<file path="config.mk">
export PLATFORM = sky130hd
export DESIGN_NAME = rs_erasure_corrector_gf256_flat
export DESIGN_NICKNAME = d
export VERILOG_FILES = /design/src/rtl/rsec_pkg.sv /design/src/rtl/rsec_stream_if.sv /design/src/rtl/rs_erasure_corrector_gf256.sv /design/src/rtl/rsec_setup.sv /design/src/rtl/rsec_front.sv /design/src/rtl/rsec_back.sv /design/src/flat_wrapper.sv
export VERILOG_INCLUDE_DIRS = /design/src /design/src/rtl
export SDC_FILE = /design/constraint.sdc
export NUM_CORES = 1
export LEC_CHECK = 0
export ABC_AREA = 1
export BUFFER_PORTS_ARGS = -buffer_cell sky130_fd_sc_hd__buf_2
export CAP_MARGIN = 0
export CORE_MARGIN = 2
export CORE_UTILIZATION = 55
export CTS_BUF_LIST = sky130_fd_sc_hd__clkbuf_4
export CTS_CLUSTER_DIAMETER = 30
export CTS_CLUSTER_SIZE = 8
export DETAILED_ROUTE_END_ITERATION = 8
export PLACE_DENSITY = 0.82
export SLEW_MARGIN = 40
export SYNTH_ARGS = -nofsm -noshare
export SYNTH_HDL_FRONTEND = slang
export SYNTH_HIERARCHICAL = 1
export SYNTH_SLANG_ARGS = --single-unit
</file>
<file path="constraint.sdc">
create_clock -name clk -period 4.6 [get_ports clk]
set_clock_uncertainty 0.1 [all_clocks]
set_input_delay 0.46 -clock clk [delete_from_list [all_inputs] [get_ports clk]]
set_output_delay 0.46 -clock clk [all_outputs]
set_load 0.02 [all_outputs]
</file>
<file path="src/rtl/assert_macros.svh">
// ----------------------------------------------------------------------------
// assert_macros
// Assertion macros shared by the erasure corrector RTL.
// ----------------------------------------------------------------------------
`ifndef ASSERT_MACROS_SVH
`define ASSERT_MACROS_SVH

// Same-cycle implication, checked out of reset.
`define RSEC_ASSERT_NOW(lbl, ante, cons, msg) \
  lbl: assert property (@(posedge clk) disable iff (!rst_n) (ante) |-> (cons)) else $error(msg);

// Next-cycle implication, checked out of reset.
`define RSEC_ASSERT_NEXT(lbl, ante, cons, msg) \
  lbl: assert property (@(posedge clk) disable iff (!rst_n) (ante) |=> (cons)) else $error(msg);

`endif

</file>
<file path="src/rtl/rsec_pkg.sv">
// ----------------------------------------------------------------------------
// rsec_pkg
// Types, constants and GF(256) arithmetic for the erasure corrector.
// ----------------------------------------------------------------------------
package rsec_pkg;

  localparam int MAX_ERASURES      = 4;
  localparam int DATA_BLOCKS_DEF   = 85;
  localparam int LAST_POSITION_DEF = 88;
  localparam int GF_ORDER          = 255;
  localparam logic [7:0] GF_POLY_LOW = 8'h1D;
  localparam int QUEUE_DEPTH       = 2;

  localparam int CFG_IDX_W  = 3;
  localparam int CFG_DATA_W = 7;

  localparam logic [CFG_IDX_W-1:0] CFG_COUNT = 3'd0;
  localparam logic [CFG_IDX_W-1:0] CFG_POS0  = 3'd1;
  localparam logic [CFG_IDX_W-1:0] CFG_POS3  = 3'd4;

  typedef logic [7:0] gf_tab_t [256];
  typedef logic [3:0][3:0][7:0] coeff_t;

  typedef struct packed {
    logic [7:0] syndrome_0;
    logic [7:0] syndrome_1;
    logic [7:0] syndrome_2;
    logic [7:0] syndrome_3;
    logic [7:0] data_0;
    logic [7:0] data_1;
    logic [7:0] data_2;
    logic [7:0] data_3;
    logic       column_last;
  } in_item_t;

  typedef struct packed {
    logic [7:0] fixed_0;
    logic [7:0] fixed_1;
    logic [7:0] fixed_2;
    logic [7:0] fixed_3;
    logic [3:0] write_mask;
    logic       status;
    logic       last_out;
  } out_item_t;

  // Settings seen by the front part.
  typedef struct packed {
    logic [2:0]      count;
    logic [3:0][6:0] pos;
    logic            ok;
    logic            busy;
  } setup_t;

  // One classified column waiting in the queue.
  typedef struct packed {
    in_item_t   item;
    logic [3:0] used;
    logic [3:0] mask;
    logic       status;
  } work_t;

  function automatic logic [7:0] gf_mul(input logic [7:0] a, input logic [7:0] b);
    logic [7:0] r;
    logic [7:0] x;
    r = '0;
    x = a;
    for (int n = 0; n < 8; n++) begin
      if (b[n]) r = r ^ x;
      x = x[7] ? ({x[6:0], 1'b0} ^ GF_POLY_LOW) : {x[6:0], 1'b0};
    end
    return r;
  endfunction

  function automatic gf_tab_t gen_exp();
    gf_tab_t t;
    logic [7:0] x;
    x = 8'd1;
    for (int i = 0; i < GF_ORDER; i++) begin
      t[i] = x;
      x = gf_mul(x, 8'd2);
    end
    t[GF_ORDER] = t[0];
    return t;
  endfunction

  localparam gf_tab_t GF_EXP = gen_exp();

  function automatic gf_tab_t gen_log();
    gf_tab_t t;
    for (int i = 0; i < 256; i++) t[i] = '0;
    for (int i = 0; i < GF_ORDER; i++) t[GF_EXP[i]] = 8'(i);
    return t;
  endfunction

  localparam gf_tab_t GF_LOG = gen_log();

  // Inverse through log and antilog; zero maps to zero.
  function automatic logic [7:0] gf_inv(input logic [7:0] a);
    logic [7:0] lg;
    logic [7:0] e;
    lg = GF_LOG[a];
    e  = (lg == 8'd0) ? 8'd0 : 8'(GF_ORDER) - lg;
    return (a == 8'd0) ? 8'd0 : GF_EXP[e];
  endfunction

endpackage

</file>
<file path="src/rtl/rsec_stream_if.sv">
// ----------------------------------------------------------------------------
// rsec_stream_if
// Valid/ready channel carrying one word of payload type T.
// ----------------------------------------------------------------------------
interface rsec_stream_if #(parameter type T = logic);
  logic valid;
  logic ready;
  T     payload;

  modport source (output valid, output payload, input ready);
  modport sink   (input valid, input payload, output ready);
endinterface

</file>
<file path="src/rtl/rs_erasure_corrector_gf256.sv">
// ----------------------------------------------------------------------------
// rs_erasure_corrector_gf256
// Reed-Solomon erasure corrector over GF(256), up to four erased blocks.
// ----------------------------------------------------------------------------
// Channel   Direction  Word
// in_chan   sink       four syndrome bytes, four erased bytes, last flag
// out_chan  source     four corrected bytes, write mask, status, last flag
// cfg_*     write      erasure count and four erasure positions
//
// One column is accepted per cycle while in_chan.ready is high; its result passes
// through a two-word queue and then the output register.
// After each configuration write the matrix sequencer computes the locators,
// then each row in turn; in_chan.ready is low meanwhile.
// Reset is synchronous: count and positions zero, matrix zero.
// A stalled output holds its word; the queue keeps taking columns until full.
// ----------------------------------------------------------------------------
module rs_erasure_corrector_gf256 #(
  parameter int DATA_BLOCKS   = rsec_pkg::DATA_BLOCKS_DEF,
  parameter int LAST_POSITION = rsec_pkg::LAST_POSITION_DEF
) (
  input  logic                            clk,
  input  logic                            rst_n,
  rsec_stream_if.sink                     in_chan,
  rsec_stream_if.source                   out_chan,
  input  logic                            cfg_we,
  input  logic [rsec_pkg::CFG_IDX_W-1:0]  cfg_index,
  input  logic [rsec_pkg::CFG_DATA_W-1:0] cfg_wdata
);
  import rsec_pkg::*;

  setup_t setup;
  coeff_t coeff;
  logic   q_valid, q_ready;
  work_t  q_word;

  rsec_setup #(.LAST_POSITION(LAST_POSITION)) u_setup (
    .clk       (clk),
    .rst_n     (rst_n),
    .cfg_we    (cfg_we),
    .cfg_index (cfg_index),
    .cfg_wdata (cfg_wdata),
    .setup     (setup),
    .coeff     (coeff)
  );

  rsec_front #(.DATA_BLOCKS(DATA_BLOCKS)) u_front (
    .clk     (clk),
    .rst_n   (rst_n),
    .in_chan (in_chan),
    .setup   (setup),
    .q_valid (q_valid),
    .q_ready (q_ready),
    .q_word  (q_word)
  );

  rsec_back u_back (
    .clk      (clk),
    .rst_n    (rst_n),
    .q_valid  (q_valid),
    .q_ready  (q_ready),
    .q_word   (q_word),
    .coeff    (coeff),
    .out_chan (out_chan)
  );

endmodule

</file>
<file path="src/rtl/rsec_setup.sv">
// ----------------------------------------------------------------------------
// rsec_setup
// Configuration registers and the sequencer that builds the coefficient
// matrix, the inverse of the Vandermonde matrix of the erasure locators.
// ----------------------------------------------------------------------------
`include "assert_macros.svh"

module rsec_setup #(
  parameter int LAST_POSITION = rsec_pkg::LAST_POSITION_DEF
) (
  input  logic                             clk,
  input  logic                             rst_n,
  input  logic                             cfg_we,
  input  logic [rsec_pkg::CFG_IDX_W-1:0]   cfg_index,
  input  logic [rsec_pkg::CFG_DATA_W-1:0]  cfg_wdata,
  output rsec_pkg::setup_t                 setup,
  output rsec_pkg::coeff_t                 coeff
);
  import rsec_pkg::*;

  localparam logic [2:0] S_IDLE = 3'd0;
  localparam logic [2:0] S_LOC  = 3'd1;
  localparam logic [2:0] S_PROD = 3'd2;
  localparam logic [2:0] S_INV  = 3'd3;
  localparam logic [2:0] S_ROW  = 3'd4;

  logic [2:0]      state_r, state_nxt;
  logic [2:0]      count_r;
  logic [3:0][6:0] pos_r;
  logic [3:0][7:0] loc_r;
  logic            ok_r;
  coeff_t          coeff_r;
  logic [1:0]      row_r, k_r;
  logic [3:0][7:0] poly_r;
  logic [7:0]      den_r, inv_r;

  logic            cfg_hit;
  logic            dup;
  logic [3:0][7:0] loc_nxt;
  logic [3:0][7:0] poly_step;
  logic            k_take;
  logic            row_act;
  logic            last_row;

  assign cfg_hit = cfg_we && (cfg_index <= CFG_POS3);

  // Locator exponent (LAST_POSITION - pos) mod 255 stays below twice the order.
  always_comb begin
    logic [8:0] e9;
    for (int i = 0; i < MAX_ERASURES; i++) begin
      e9 = 9'(LAST_POSITION) + 9'(GF_ORDER) - {2'b00, pos_r[i]};
      if (e9 >= 9'(GF_ORDER)) e9 = e9 - 9'(GF_ORDER);
      loc_nxt[i] = GF_EXP[e9[7:0]];
    end
  end

  // Two used positions that coincide make the matrix singular.
  always_comb begin
    dup = 1'b0;
    for (int i = 1; i < MAX_ERASURES; i++) begin
      for (int j = 0; j < i; j++) begin
        if ((3'(i) < count_r) && (pos_r[i] == pos_r[j])) dup = 1'b1;
      end
    end
  end

  // Multiply the running product by (z + X_k).
  always_comb begin
    poly_step[0] = gf_mul(loc_r[k_r], poly_r[0]);
    for (int m = 1; m < MAX_ERASURES; m++) begin
      poly_step[m] = gf_mul(loc_r[k_r], poly_r[m]) ^ poly_r[m-1];
    end
  end

  assign k_take   = ({1'b0, k_r} < count_r) && (k_r != row_r);
  assign row_act  = ({1'b0, row_r} < count_r);
  assign last_row = (state_r == S_ROW) && (row_r == 2'd3);

  always_comb begin
    state_nxt = state_r;
    case (state_r)
      S_IDLE:  state_nxt = S_IDLE;
      S_LOC:   state_nxt = S_PROD;
      S_PROD:  state_nxt = (k_r == 2'd3) ? S_INV : S_PROD;
      S_INV:   state_nxt = S_ROW;
      S_ROW:   state_nxt = (row_r == 2'd3) ? S_IDLE : S_PROD;
      default: state_nxt = S_IDLE;
    endcase
    if (cfg_hit) state_nxt = S_LOC;
  end

  always_ff @(posedge clk) begin
    if (!rst_n) begin
      state_r <= S_IDLE;
      count_r <= '0;
      pos_r   <= '0;
      ok_r    <= 1'b1;
      coeff_r <= '0;
    end else begin
      state_r <= state_nxt;
      if (cfg_hit) begin
        if (cfg_index == CFG_COUNT) begin
          count_r <= cfg_wdata[2:0];
        end else begin
          pos_r[2'(cfg_index - CFG_POS0)] <= cfg_wdata;
        end
      end
      if (state_r == S_LOC) ok_r <= !dup;
      if (state_r == S_ROW) begin
        for (int j = 0; j < MAX_ERASURES; j++) begin
          coeff_r[row_r][j] <= row_act ? gf_mul(poly_r[j], inv_r) : 8'd0;
        end
      end
    end
  end

  always_ff @(posedge clk) begin
    case (state_r)
      S_LOC: begin
        loc_r  <= loc_nxt;
        row_r  <= 2'd0;
        k_r    <= 2'd0;
        poly_r <= {8'd0, 8'd0, 8'd0, 8'd1};
        den_r  <= 8'd1;
      end
      S_PROD: begin
        if (k_take) begin
          poly_r <= poly_step;
          den_r  <= gf_mul(den_r, loc_r[row_r] ^ loc_r[k_r]);
        end
        k_r <= k_r + 2'd1;
      end
      S_INV: begin
        inv_r <= gf_inv(den_r);
      end
      S_ROW: begin
        row_r  <= row_r + 2'd1;
        k_r    <= 2'd0;
        poly_r <= {8'd0, 8'd0, 8'd0, 8'd1};
        den_r  <= 8'd1;
      end
      default: begin
      end
    endcase
  end

  assign setup.count = count_r;
  assign setup.pos   = pos_r;
  assign setup.ok    = ok_r;
  assign setup.busy  = (state_r != S_IDLE);
  assign coeff       = coeff_r;

  `RSEC_ASSERT_NEXT(a_cfg_starts_setup, cfg_hit, state_r == S_LOC, "setup did not restart")
  `RSEC_ASSERT_NOW(a_row_walk, last_row && !cfg_hit, state_nxt == S_IDLE, "setup overran")

endmodule

</file>
<file path="src/rtl/rsec_front.sv">
// ----------------------------------------------------------------------------
// rsec_front
// Accepts columns, classifies them (status, used lanes, write mask) and
// holds them in a short queue for the back part.
// ----------------------------------------------------------------------------
`include "assert_macros.svh"

module rsec_front #(
  parameter int DATA_BLOCKS = rsec_pkg::DATA_BLOCKS_DEF
) (
  input  logic              clk,
  input  logic              rst_n,
  rsec_stream_if.sink       in_chan,
  input  rsec_pkg::setup_t  setup,
  output logic              q_valid,
  input  logic              q_ready,
  output rsec_pkg::work_t   q_word
);
  import rsec_pkg::*;

  work_t      q_r [QUEUE_DEPTH];
  logic       wptr_r, rptr_r;
  logic [1:0] cnt_r;
  logic       push, pop;
  work_t      cls;

  always_comb begin
    cls.item   = in_chan.payload;
    cls.status = (setup.count > 3'(MAX_ERASURES)) || !setup.ok;
    for (int i = 0; i < MAX_ERASURES; i++) begin
      cls.used[i] = (3'(i) < setup.count);
      cls.mask[i] = cls.used[i] && !cls.status &&
                    ({1'b0, setup.pos[i]} < 8'(DATA_BLOCKS));
    end
  end

  assign in_chan.ready = (cnt_r != 2'(QUEUE_DEPTH)) && !setup.busy;
  assign push    = in_chan.valid && in_chan.ready;
  assign q_valid = (cnt_r != 2'd0);
  assign pop     = q_valid && q_ready;
  assign q_word  = q_r[rptr_r];

  always_ff @(posedge clk) begin
    if (!rst_n) begin
      wptr_r <= 1'b0;
      rptr_r <= 1'b0;
      cnt_r  <= '0;
    end else begin
      if (push) wptr_r <= !wptr_r;
      if (pop)  rptr_r <= !rptr_r;
      cnt_r <= cnt_r + 2'(push) - 2'(pop);
    end
  end

  always_ff @(posedge clk) begin
    if (push) q_r[wptr_r] <= cls;
  end

  `RSEC_ASSERT_NOW(a_no_overflow, cnt_r == 2'(QUEUE_DEPTH), !push, "queue overflow")

endmodule

</file>
<file path="src/rtl/rsec_back.sv">
// ----------------------------------------------------------------------------
// rsec_back
// Multiplies the syndromes by the coefficient matrix, corrects the erased
// bytes and holds the result in the output register.
// ----------------------------------------------------------------------------
`include "assert_macros.svh"

module rsec_back (
  input  logic             clk,
  input  logic             rst_n,
  input  logic             q_valid,
  output logic             q_ready,
  input  rsec_pkg::work_t  q_word,
  input  rsec_pkg::coeff_t coeff,
  rsec_stream_if.source    out_chan
);
  import rsec_pkg::*;

  logic            out_valid_r;
  out_item_t       out_r;
  out_item_t       res;
  logic [3:0][7:0] syn, dat, fix;
  logic            err_clean;

  assign syn = {q_word.item.syndrome_3, q_word.item.syndrome_2,
                q_word.item.syndrome_1, q_word.item.syndrome_0};
  assign dat = {q_word.item.data_3, q_word.item.data_2,
                q_word.item.data_1, q_word.item.data_0};

  always_comb begin
    logic [7:0] e;
    for (int i = 0; i < MAX_ERASURES; i++) begin
      e = '0;
      for (int j = 0; j < MAX_ERASURES; j++) e = e ^ gf_mul(coeff[i][j], syn[j]);
      fix[i] = (q_word.used[i] && !q_word.status) ? (dat[i] ^ e) : 8'd0;
    end
    res.fixed_0    = fix[0];
    res.fixed_1    = fix[1];
    res.fixed_2    = fix[2];
    res.fixed_3    = fix[3];
    res.write_mask = q_word.mask;
    res.status     = q_word.status;
    res.last_out   = q_word.item.column_last;
  end

  assign q_ready = !out_valid_r || out_chan.ready;

  always_ff @(posedge clk) begin
    if (!rst_n) begin
      out_valid_r <= 1'b0;
    end else if (q_ready) begin
      out_valid_r <= q_valid;
    end
  end

  always_ff @(posedge clk) begin
    if (q_ready && q_valid) out_r <= res;
  end

  assign out_chan.valid   = out_valid_r;
  assign out_chan.payload = out_r;

  assign err_clean = (out_r.write_mask == 4'd0) && (out_r.fixed_0 == 8'd0) &&
                     (out_r.fixed_1 == 8'd0) && (out_r.fixed_2 == 8'd0) &&
                     (out_r.fixed_3 == 8'd0);

  `RSEC_ASSERT_NOW(a_error_clean, out_valid_r && out_r.status, err_clean, "error not cleared")

endmodule
</file>
<file path="src/flat_wrapper.sv">
// flat-port wrapper written by rule: the top's interface ports become plain ports
module rs_erasure_corrector_gf256_flat import rsec_pkg::*;
#(
  parameter int DATA_BLOCKS   = rsec_pkg::DATA_BLOCKS_DEF,
  parameter int LAST_POSITION = rsec_pkg::LAST_POSITION_DEF
)
  (clk, rst_n, cfg_we, cfg_index, cfg_wdata, in_chan_valid, in_chan_payload, in_chan_ready, out_chan_valid, out_chan_payload, out_chan_ready);
  rsec_stream_if in_chan_i ();
  rsec_stream_if out_chan_i ();
  input  logic clk;
  input  logic rst_n;
  input  logic cfg_we;
  input  logic [rsec_pkg::CFG_IDX_W-1:0] cfg_index;
  input  logic [rsec_pkg::CFG_DATA_W-1:0] cfg_wdata;
  input wire logic [$bits(in_chan_i.valid)-1:0] in_chan_valid;
  input wire logic [$bits(in_chan_i.payload)-1:0] in_chan_payload;
  output wire logic [$bits(in_chan_i.ready)-1:0] in_chan_ready;
  output wire logic [$bits(out_chan_i.valid)-1:0] out_chan_valid;
  output wire logic [$bits(out_chan_i.payload)-1:0] out_chan_payload;
  input wire logic [$bits(out_chan_i.ready)-1:0] out_chan_ready;
  assign in_chan_i.valid = in_chan_valid;
  assign in_chan_i.payload = in_chan_payload;
  assign in_chan_ready = in_chan_i.ready;
  assign out_chan_valid = out_chan_i.valid;
  assign out_chan_payload = out_chan_i.payload;
  assign out_chan_i.ready = out_chan_ready;
  rs_erasure_corrector_gf256 #(.DATA_BLOCKS(DATA_BLOCKS), .LAST_POSITION(LAST_POSITION)) u_core (.clk(clk), .rst_n(rst_n), .in_chan(in_chan_i), .out_chan(out_chan_i), .cfg_we(cfg_we), .cfg_index(cfg_index), .cfg_wdata(cfg_wdata));
endmodule
</file>
Yosys cells after proc, flatten, opt, wreduce, memory -nomap -nowiden
Memories as Yosys holds them, arrays and structs flattened. A register that Yosys moved wholly into a read port is not among the register bits.
Index checks and enable logic that the tools add are counted.
{"block": "totals", "input_bits": 16, "mem_bits_rw": 20, "mem_count": 1, "reg_bits": 44, "word_cells": 101}
{"block": "classes", "add_sub_neg": 5, "n_mux": 17, "n_reduce_logical": 37, "eq_ne": 13, "n_bitwise": 2, "order_cmp": 12}
{"memory": "u_core.u_front.q_r", "words": 2, "word_bits": 10, "read_ports": 1, "rd_clocked_by_memory_dff": 1, "wr": 1, "line_no": "rsec_front.sv:21", "text": "work_t q_r [QUEUE_DEPTH];"}
{"cell": "$eq A7 B7 Y1", "count": 6}
{"cell": "$bwmux W28", "count": 1}
{"cell": "$lt A7 B7 Y1 const B", "count": 4}
{"cell": "$logic_and A1 B1 Y1", "count": 19}
{"cell": "$demux W7 S2", "count": 1}
{"cell": "$pmux W3 S4", "count": 1}
{"cell": "$mux W1", "count": 10}
{"cell": "$pmux W2 S2", "count": 2}
{"cell": "$logic_not A1 Y1", "count": 7}
{"cell": "$mux W7", "count": 1}
{"cell": "$eq A3 B2 Y1 const B", "count": 2}
{"cell": "$lt A1 B3 Y1 const A", "count": 2}
{"cell": "$lt A2 B3 Y1 const A", "count": 2}
{"cell": "$reduce_bool A2 Y1", "count": 3}
{"cell": "$add A2 B1 Y2 const B", "count": 2}
{"cell": "$eq A2 B2 Y1 const B", "count": 2}
{"cell": "$reduce_and A2 Y1", "count": 2}
{"cell": "$reduce_or A2 Y1", "count": 2}
{"cell": "$eq A3 B1 Y1 const B", "count": 1}
{"cell": "$eq A3 B3 Y1 const B", "count": 1}
{"cell": "$gt A3 B3 Y1 const B", "count": 1}
{"cell": "$le A3 B3 Y1 const B", "count": 1}
{"cell": "$logic_not A3 Y1", "count": 1}
{"cell": "$lt A2 B3 Y1 const B", "count": 1}
{"cell": "other kinds (9)", "count": 11}

Logic depth before layout (Yosys ltp)
{"block": "depth", "word_depth": 9, "mapped_depth": 12, "ltp_nobuf": 12}

Cells and area by module
The synthesis kept the hierarchy.
{"mod": "rsec_setup", "seq_area_each_um2": 5785.5, "n_inst": 1, "cells_per_inst": 6072, "area_each_um2": 36137.2}
{"mod": "rsec_front", "seq_area_each_um2": 700.7, "n_inst": 1, "cells_per_inst": 201, "area_each_um2": 1749.2}
{"mod": "rsec_back", "seq_area_each_um2": 50.0, "n_inst": 1, "cells_per_inst": 8, "area_each_um2": 81.3}

Worst setup path before layout
No wires, ideal clock.
{"block": "synth_path", "kind": "reg2reg", "start": "register u_core.u_setup.state_r[0]", "end": "register, netlist name u_core/u_setup/den_r[0]", "path_stages_with_launch": 9, "synth_period_minus_slack_ns": 5.081, "arrival_time_ns": 4.583, "slack_ns": -0.481, "cell_sequence": "dfxtp_1 inv_1 nor3_1 inv_1 nand2_1 inv_1 clkbuf_1 clkbuf_1 nand2_1"}
{"item": "start, declared", "line_no": "rsec_setup.sv:27", "text": "logic [2:0] state_r, state_nxt;"}
{"item": "start signal, assigned", "line_no": "rsec_setup.sv:100", "text": "state_r <= state_nxt;"}

==> metrics <==
dpl hpwl between 1 and 1.5 mm; crit start category register; Final Setup Violations 0; Sinks on Clock Net 16; WL per Instance between 10 and 15 um; required time of the critical path 4.69 ns; die area 0.00178 mm2; I/O pins 19; final worst slack 2.76 ns; antenna violations before repair 0; Layout Area Growth over Synthesis 8.11%; number of cells in the finished layout apart from fillers 121; Mapped Area 802 um2; fin crit share approximately two fifths; Synth Instances 100; Slew headroom between 70 and 80%; Critical Path End Type register; clk slew on worst S/H paths about 0.09 ns; Post-CTS Setup Inserts 0; Post-CTS Hold Fix Bufs 0; depth of the CTS H-tree 1; DR DRC count 0; Worst VDD drop 0.299 mV; final core utilization 65.0%; Critical Path Fanout Max 4; Fin Setup TNS 0 ns; global-route wire length before repair 2.26 mm; Pwr Total 0.407 mW; maxcap violations 0; Worst Hold Class primary input to register; n_diodes 0; CP cell instances nor2_1, nand2_1, inv_1, nand3_2, ha_1, inv_1, ha_1, inv_1, nand2_1, a21oi_1, nor2_1; Routed Antenna Nets 0; critical path's slowest cell dfxtp_1; Post-layout nets 128; CTS root buffer clkbuf_4; die height 42.2 um; critical path's largest stage delay 0.35 ns; PortBufs 11; GRT overflow 0; PD cells roughly 470 mW/mm2; cts bufs inserted 3; Register Area 390 um2; status finished clean; Final min period 1.84 ns; routed wire length 1.30 mm; Final Hold Fails 0; total track usage ~17%; CTS tree yes; Initial DRT Pass Iterations 4; Crit path top cell by count inv_1; vias in the first global route approximately 560; vias per cell 4.96; slack of the worst reg-to-reg path 2.76 ns; YS warnings 6; post-cts resize count 0; Starting DRT DRC Count 11; DIE WIDTH 42.2 um; Worst-Margin Slew 0.353 ns; unrepaired setup endpoints after global routing no; LEAKAGE around 0.44 nW; multi-input logic area 283 um2; Critical Path AT 1.93 ns; clock insertion delay at the later pin of the skew report 0.28 ns; largest net degree at the start of global routing 10; dpl cells 117; share of layout cells above drive strength 1 19.8%; vias 600; core area 0.00133 mm2; maximum clock rate 543 MHz; Syn Area/Cell 8.02 um2; pre-CTS setup slack 2.76 ns; Clock Path Buffers 2; fill count 126; Syn Nets 121; starting density of the core 60.1%; Setup CP Type register to register; GPL Wtd Cong 0.778; Core Rows 13; final slew viol count 0
## final cells by class
| type | count | area share (%) |
|---|---|---|
| Sequential cell | 16 | 45.0 |
| Multi-Input combinational cell | 51 | 32.6 |
| Inverter | 24 | 10.4 |
| Timing Repair Buffer | 11 | 6.35 |
| Clock buffer | 4 | 3.46 |
| Tap cell | 15 | 2.16 |
## worst paths after layout
check                                                           from                                  to  cells past startpoint
worst max-delay path            u_core/u_setup/state_r[0]$_SDFF_PN0_  u_core/u_front/cnt_r[1]$_SDFF_PN0_                     11
worst min-delay path                                 in_chan_payload  u_core/u_front/q_r[0][9]$_DFFE_PP_                      1
worst max register to register  u_core/u_setup/state_r[0]$_SDFF_PN0_  u_core/u_front/cnt_r[1]$_SDFF_PN0_                     11
worst min register to register    u_core/u_front/rptr_r$_SDFFE_PN0P_  u_core/u_front/rptr_r$_SDFFE_PN0P_                      2
## layer usage
metal  vias to the layer above  part of all wire [%]  global-route usage (%)
met3                         2                   3.6                    5.17
met1                       273                    45                    20.0
li1                        314                     -                       -
met5                         -                     0                       0
met4                         0                  0.93                    9.38
met2                        11                    51                    28.3
## cells in the final DEF, fill, tap and decap left out, types with 2 or more instances in the layout
cell / instances
o21ai_0: 2
ha_1: 5
edfxtp_1: 7
inv_2: 3
inv_1: 21
nor3_1: 2
dfxtp_1: 9
nor2_1: 14
clkbuf_4: 4
nand2_1: 14
nand3_1: 2
buf_2: 11
a21oi_1: 4
## metrics by stage
| stage | instance area [um2] | hold WS [ns] |
|---|---|---|
| 5_1_grt | 867 | 0.253 |
| 6_report | 867 | 0.271 |
| 2_1_floorplan | 802 | 0.351 |
| 3_3_place_gp | 837 | 0.368 |
| 4_1_cts | 867 | 0.266 |
| 3_5_place_dp | 837 | 0.383 |
## report_power, final
part | total, mW | switching, mW | internal (mW)
Combinational | 0.129 | 0.0795 | 0.0497
Sequential | 0.196 | 0.0161 | 0.180
Clock | 0.0818 | 0.0422 | 0.0395
## state kept, by name (all words and copies together) (netlist names), named ones only
| register | count |
|---|---|
| u_core/u_setup/state_r | 3 |
| u_core/u_front/cnt_r | 2 |
| u_core/u_front/q_r | 2 |
| u_core/u_setup/k_r | 2 |
| u_core/u_setup/row_r | 2 |
| u_core/u_back/out_chan.payload | 1 |
| u_core/u_back/out_chan.valid | 1 |
| u_core/u_front/rptr_r | 1 |
| u_core/u_front/wptr_r | 1 |
## worst max-delay path, delay by kind of cell, from the launching register on
family | cells | cell delay (ns)
flip-flops | 1 | 0.35
AND/OR/NAND/NOR | 5 | 0.44
adder cells (fa/ha/maj) | 2 | 0.48
buffers and inverters | 3 | 0.19
AO/OA/AOI/OAI | 1 | 0.17
(Power assumes the default switching activity.)
